--- config.mk ---
export PLATFORM = sky130hd
export DESIGN_NAME = ldac_front
export DESIGN_NICKNAME = d
export VERILOG_FILES = /design/src/hdl/ldac_pkg.sv /design/src/hdl/ldac_front.sv
export SDC_FILE = /design/constraint.sdc
export NUM_CORES = 1
export LEC_CHECK = 0
export ABC_CLOCK_PERIOD_IN_PS = 5000
export BUFFER_PORTS_ARGS = -buffer_cell sky130_fd_sc_hd__buf_2
export CAP_MARGIN = 10
export CORE_MARGIN = 2
export CORE_UTILIZATION = 61
export CTS_CLUSTER_SIZE = 30
export DETAILED_ROUTE_END_ITERATION = 7
export PLACE_DENSITY_LB_ADDON = 0.3
export SKIP_LAST_GASP = 1
export SLEW_MARGIN = 20
export SYNTH_ARGS = -nofsm -noshare
export SYNTH_HDL_FRONTEND = slang
export SYNTH_SLANG_ARGS = --single-unit
--- constraint.sdc ---
create_clock -name clk -period 5 [get_ports clk]
set_input_delay 0 -clock clk [delete_from_list [all_inputs] [get_ports clk]]
set_output_delay 0 -clock clk [all_outputs]
set_load 0.02 [all_outputs]
--- src/hdl/ldac_pkg.sv ---
// Shared types, constants and command codes of the discriminant classifier.
package ldac_pkg;

	localparam int MAX_CLASSES  = 8;
	localparam int MAX_FEATURES = 16;
	localparam int CLS_W        = $clog2(MAX_CLASSES);
	localparam int FEAT_W       = $clog2(MAX_FEATURES);
	localparam int QDEPTH       = 4;
	localparam int QPTR_W       = $clog2(QDEPTH);

	// Configuration register indexes
	localparam logic [1:0] CFG_NUM_CLASSES  = 2'd0;
	localparam logic [1:0] CFG_NUM_FEATURES = 2'd1;

	// Command codes on the input channel
	localparam logic [1:0] CMD_CENTER = 2'd0;
	localparam logic [1:0] CMD_COV    = 2'd1;
	localparam logic [1:0] CMD_BIAS   = 2'd2;
	localparam logic [1:0] CMD_SAMPLE = 2'd3;

	typedef struct packed {
		logic [1:0]         cmd;
		logic [3:0]         row;
		logic [3:0]         col;
		logic signed [15:0] value;
		logic [2:0]         true_label;
		logic               last;
	} in_item_t;

	typedef struct packed {
		logic [2:0]         best_class;
		logic signed [63:0] best_score;
		logic               mismatch;
	} out_item_t;

	typedef enum logic [1:0] {
		OP_CENTER,
		OP_COV,
		OP_BIAS,
		OP_SAMPLE
	} op_t;

	// Decoded item passed from front to back
	typedef struct packed {
		op_t                op;
		logic               hit;
		logic [3:0]         row;
		logic [3:0]         col;
		logic signed [15:0] value;
		logic [2:0]         label;
		logic               last;
	} q_item_t;

	typedef enum logic [3:0] {
		B_IDLE,
		B_DIFF,
		B_DWAIT,
		B_ROW,
		B_DRAIN,
		B_FIN1,
		B_FIN2,
		B_FIN3,
		B_SCORE,
		B_CMP,
		B_OUT
	} bstate_t;

endpackage

--- src/hdl/ldac_front.sv ---
// Front end: accepts items, decodes the command and queues them for the back end.
module ldac_front (
	input  logic              clk,
	input  logic              arst_n,
	input  logic              in_valid,
	output logic              in_stall,
	input  ldac_pkg::in_item_t in_item,
	output logic              q_valid,
	input  logic              q_stall,
	output ldac_pkg::q_item_t q_item
);
	import ldac_pkg::*;

	q_item_t             mem_q [QDEPTH];
	logic [QPTR_W-1:0]   wr_ptr_q;
	logic [QPTR_W-1:0]   rd_ptr_q;
	logic [QPTR_W:0]     count_q;
	q_item_t             dec;
	logic                push;
	logic                pop;

	// Decode command and range check
	always_comb begin
		dec.row   = in_item.row;
		dec.col   = in_item.col;
		dec.value = in_item.value;
		dec.label = in_item.true_label;
		dec.last  = 1'b0;
		case (in_item.cmd)
			CMD_CENTER: begin
				dec.op  = OP_CENTER;
				dec.hit = (32'(in_item.row) < MAX_CLASSES) && (32'(in_item.col) < MAX_FEATURES);
			end
			CMD_COV: begin
				dec.op  = OP_COV;
				dec.hit = (32'(in_item.row) < MAX_FEATURES) && (32'(in_item.col) < MAX_FEATURES);
			end
			CMD_BIAS: begin
				dec.op  = OP_BIAS;
				dec.hit = (32'(in_item.row) < MAX_CLASSES);
			end
			default: begin
				dec.op   = OP_SAMPLE;
				dec.hit  = (32'(in_item.col) < MAX_FEATURES);
				dec.last = in_item.last;
			end
		endcase
	end

	assign in_stall = (count_q == (QPTR_W+1)'(QDEPTH));
	assign push     = in_valid && !in_stall;
	assign q_valid  = (count_q != '0);
	assign pop      = q_valid && !q_stall;
	assign q_item   = mem_q[rd_ptr_q];

	// Queue storage
	always_ff @(posedge clk) begin
		if (push) begin
			mem_q[wr_ptr_q] <= dec;
		end
	end

	// Advance queue pointers
	always_ff @(posedge clk or negedge arst_n) begin
		if (!arst_n) begin
			wr_ptr_q <= '0;
			rd_ptr_q <= '0;
			count_q  <= '0;
		end else begin
			if (push) begin
				wr_ptr_q <= wr_ptr_q + 1'b1;
			end
			if (pop) begin
				rd_ptr_q <= rd_ptr_q + 1'b1;
			end
			if (push && !pop) begin
				count_q <= count_q + 1'b1;
			end else if (pop && !push) begin
				count_q <= count_q - 1'b1;
			end
		end
	end

endmodule

* Yosys cells after proc, flatten, opt, wreduce, memory -nomap -nowiden
Memory sizes are Yosys's and may differ from the RTL's.
Cells that the tools add are included.
** Storage, ports and cells
- Bits in registers :: 7
- Memory bits (writable) :: 124
- Bits of input ports :: 34
- Output and inout port bits :: 33
- Logic and storage cells :: 30
- Memories :: 1
** Operators by class
- $add $sub $neg :: 4
- Order comparisons :: 1
- Equal/unequal tests :: 3
- Multiplexer cells :: 6
- Reduce and logical (&&, ||, !) cells :: 12
** Memories
- mem_q :: words 4, width 31, rd ports 1, clocked after Yosys merged registers in 0, write ports 1, line ldac_front.sv:14 : q_item_t mem_q [QDEPTH];
** Operator list (number)
- one-hot mux 3 bit (3 select lines) :: 1
- 2-to-1 mux 3 bit :: 2
- adder 2 x 1 -> 2 bit (second input constant) :: 2
- logical AND 1 bit :: 4
- zero test 1 bit :: 4
- less-than comparator 4 bit (second input constant) :: 1
- adder 3 x 1 -> 3 bit (second input constant) :: 1
- equality test 3 bit (second input constant) :: 1
- 2-to-1 mux 1 bit :: 3
- nonzero test 3 bit :: 1
- OR reduction 3 bit :: 1
- subtractor 3 x 1 -> 3 bit (second input constant) :: 1
- equality test 2 x 1 -> 1 bit (second input constant) :: 1
- equality test 2 bit (second input constant) :: 1
- zero test 2 bit :: 1
- nonzero test 2 bit :: 1

* Depth between registers and ports, before layout
- Depth after elaboration :: 7
- Mapped depth :: 9
- Mapped depth without buffers :: 8

* Worst setup path after synthesis
Ideal clock, no wire load.
- Path kind :: register to register
- From :: register count_q[0]
- To :: register count_q[1]
- Library setup time :: 125 ps
- Data arrival time :: 1900 ps
- Data required time :: 4875 ps
- Setup slack :: 2976 ps
- Stages on the path, launching flop included :: 8
- Buffers on the path :: 1
- Period minus slack after synthesis :: 2024 ps
- Cells stage by stage :: dfrtp_1 nor3b_4 nor2b_2 buf_6 ha_1 inv_1 fa_1 mux2_2
** Between the ends
- Word-level cells in the longest chain between the ends :: 6
- Elaborated cells between the ends (all ways) :: 14
- Classes of those cells :: add/sub (2); eq/ne (1); mux (2); reduce/logical (9)
** RTL lines
- from (decl) :: line ldac_front.sv:17 : logic [QPTR_W:0] count_q;
- from (signal assigned) :: line ldac_front.sv:77 : count_q <= count_q + 1'b1;
- from (signal assigned) :: line ldac_front.sv:79 : count_q <= count_q - 1'b1;
- equality test 3 bit (*) :: line ldac_front.sv:50 : assign in_stall = (count_q == (QPTR_W+1)'(QDEPTH));
- named net in_stall :: line ldac_front.sv:6 : output logic in_stall,
- zero test 1 bit (*) :: line ldac_front.sv:51 : assign push = in_valid && !in_stall;
- logical AND 1 bit (*) :: line ldac_front.sv:51
- named net push :: line ldac_front.sv:19 : logic push;
- zero test 1 bit :: line ldac_front.sv:78 : end else if (pop && !push) begin
- logical AND 1 bit :: line ldac_front.sv:78
- nonzero test 2 bit (no line)
The timed path passes the listed nets; every way through them passes the cells marked *. The select of a mux whose other input is x is not followed.
A chain may end at the register's enable or synchronous reset.

==> impl_metrics.json <==
{
  "status": "finished, final reports clean",
  "avgSynthCellArea_um2": 24.7,
  "critPathMaxFanout": 33,
  "critPathCaptureType": "output port",
  "final_cell_mix": "edfxtp_1 (124), buf_2 (66), dlygate4sd3_1 (34)",
  "routed_wl_mm": 9.71,
  "cp-start-kind": "flip-flop",
  "die-area_um2": 8910,
  "antenna_cells": 0,
  "die_x_um": 94.4,
  "cts_buffers": 17,
  "grtUsageTotal_pct": 24.0,
  "finalCriticalPeriod_ps": 2210,
  "io-pin-count": 67,
  "ys_ff_latch": 131,
  "cp-startpoint": "rd_ptr_q[0]$_DFFE_PN0P_",
  "drv_cap": 0,
  "slowest_stage": "dfrtp_4",
  "p_leak_nw": 2.24,
  "yosysWarnings": 0,
  "cts.clk_slew.worst_paths_ps": 60,
  "final_util_pct": 80.5,
  "io_buffers": 66,
  "gp_congestion": 0.706,
  "drcViolationCount": 0,
  "rsz0062_at_grt": "no",
  "clkSinkCount": 131,
  "path_class": "reg -> out",
  "slew_headroom_pct": 43.0,
  "path_cells": "mux4_1 -> buf_2",
  "fill_cells": 390,
  "syn_inst": 202,
  "clock.fmax_mhz": 453,
  "clk_latency_ps": 510,
  "dp_hpwl_mm": 4.61,
  "grt_max_degree": 34,
  "swShare_pct": 31.5,
  "grt_pass1_vias": 2619,
  "fp.dieH_um": 94.4,
  "post_synth_num_cell_types": 24,
  "holdWs_ps": 245,
  "comb_power_share_pct": 27.2,
  "cp.arrival_ps": 2210,
  "maxSlewViolCount": 0,
  "powerDensity_nw_per_um2": 628,
  "worstReg2RegStart": "count_q[0]$_DFFE_PN0P_",
  "worst_ep_required_time_ps": 5000,
  "cts_setup_buffers": 0,
  "rr_worst_depth": 8,
  "synth-seq-area-share_pct": 78.3,
  "drt_iter0_markers": 181,
  "core.rowCount": 32,
  "routedWlPerCell_um": 22.7,
  "final_common_cell": "edfxtp_1",
  "drive_gt1_share_pct": 42.2,
  "vdd_drop_max_v": 0.000360,
  "worstReg2RegEnd": "count_q[2]$_DFFE_PN0P_",
  "antenna_found_initial": 0,
  "synth_fp_nets": 242,
  "htreeDepth": 4,
  "cts_tree": "yes",
  "hp-start": "in_item[23]",
  "p_switching_w": 0.00124,
  "setup_viol": 0,
  "hold_violations": 0,
  "initial_core_util_pct": 63.8,
  "grt.overflow.total": 0,
  "pwr-share-clk_pct": 31.6,
  "post-place-ws_ps": 2970,
  "num_vias": 2411,
  "via_per_inst": 5.65,
  "slowest_delay_ps": 840,
  "period_share_pct": 44.1,
  "core_area_um2": 7810,
  "fin_skew_ps": 8.82,
  "root_buffer": "clkbuf_8",
  "grt_pass1_wl_mm": 14.7,
  "antenna_left": 0,
  "clock_path_buffers": 2,
  "reg2reg_slack_ps": 2950,
  "tns_ps": 0,
  "syn2layout_area_growth_pct": 26.1,
  "worst_pin_slew_ps": 854,
  "dr.pass1.iters": 5,
  "layout_setup_ws_ps": 2790,
  "nets": 352,
  "hold_path_class": "in -> reg",
  "syn_area_um2": 4980,
  "crit_end": "q_item[1]",
  "p_int_w": 0.00270,
  "seqPwrFrac_pct": 41.2
}
-- through the flow --
step	instances	power [W]	instance area [um2]
floorplan	202	0.00242	4980
global placement	361	0.00265	5340
detailed placement	361	0.00268	5340
CTS	427	0.00397	6280
global route	427	0.00410	6280
finish	427	0.00394	6280
-- power groups by stage --
stage / combinational (W) / sequential [W] / clock [W]
final: 0.00107 / 0.00162 / 0.00125
after global placement: 0.00103 / 0.00162 / 0
after detailed placement: 0.00104 / 0.00164 / 0
after global routing: 0.00114 / 0.00166 / 0.00130
after CTS: 0.00109 / 0.00163 / 0.00125
after floorplan: 0.000888 / 0.00153 / 0
-- routing by layer --
layer / up-vias / GRT usage [%] / share of wire [%]
met4: 0 / 9.42 / 2.0
li1: 1059 / - / -
met3: 20 / 6.38 / 6.1
met5: - / 0 / 0
met1: 1236 / 31.1 / 39
met2: 96 / 39.6 / 53
-- worst min-delay path by stage --
stage,endpoint,slack (ps),depth (start not counted)
floorplan,count_q[0]$_DFFE_PN0P_,-300,0
global placement,wr_ptr_q[1]$_DFFE_PN0P_,-160,1
detailed placement,wr_ptr_q[1]$_DFFE_PN0P_,-150,1
CTS,mem_q[2][6]$_DFFE_PP_,220,2
global route,mem_q[0][3]$_DFFE_PP_,240,2
finish,mem_q[0][23]$_DFFE_PP_,240,2
-- flip-flops by register name (all words and copies together), names as in the netlist --
register	count
mem_q	124
count_q	3
rd_ptr_q	2
wr_ptr_q	2
-- critical path, delay by kind of cell (launching register included) --
family	cells	cell delay, ps
muxes	1	660
DFF	1	840
buffers and inverters	1	180
-- cell families after synthesis --
| group | count (synthesis) | share of synthesized area [%] |
|---|---|---|
| DFF | 131 | 78.3 |
| xor gates and xnor gates | 6 | 1.05 |
| buffers and inverters | 14 | 2.41 |
| adders and majority gates | 6 | 1.66 |
| muxes | 33 | 14.8 |
| and+or+nand+nor | 12 | 1.86 |
-- final cells by class --
| type | instances | area [um2] | area share, % |
|---|---|---|---|
| Timing Repair Buffer | 101 | 678 | 10.8 |
| Multi-Input combinational cell | 57 | 963 | 15.3 |
| Clock inverter | 15 | 181 | 2.89 |
| Tap cell | 102 | 128 | 2.03 |
| Inverter | 4 | 15.0 | 0.239 |
| Sequential cell | 131 | 3900 | 62.1 |
| Clock buffer | 17 | 414 | 6.59 |
-- synthesized netlist by cell type (all sizes together) --
master | count | area share [%]
fa | 1 | 0.40
ha | 5 | 1.3
and2 | 4 | 0.60
mux2 | 2 | 0.53
edfxtp | 124 | 75
nor2b | 1 | 0.18
dfrtp | 7 | 3.5
clkbuf | 2 | 0.15
or2 | 1 | 0.13
inv | 4 | 0.30
buf | 8 | 2.0
nor3 | 1 | 0.10
xnor2 | 3 | 0.53
nor2 | 1 | 0.075
mux4 | 31 | 14
nand2b | 1 | 0.13
and3 | 1 | 0.13
nor3b | 2 | 0.53
xor2 | 3 | 0.53
-- timing repair --
| action | in CTS | in global routing |
|---|---|---|
| resized for setup | 0 | 0 |
| endpoints found under the hold margin | 135 | 0 |
| hold buffers | 34 | 0 |
No activity file was read; power rests on OpenSTA's default activity.
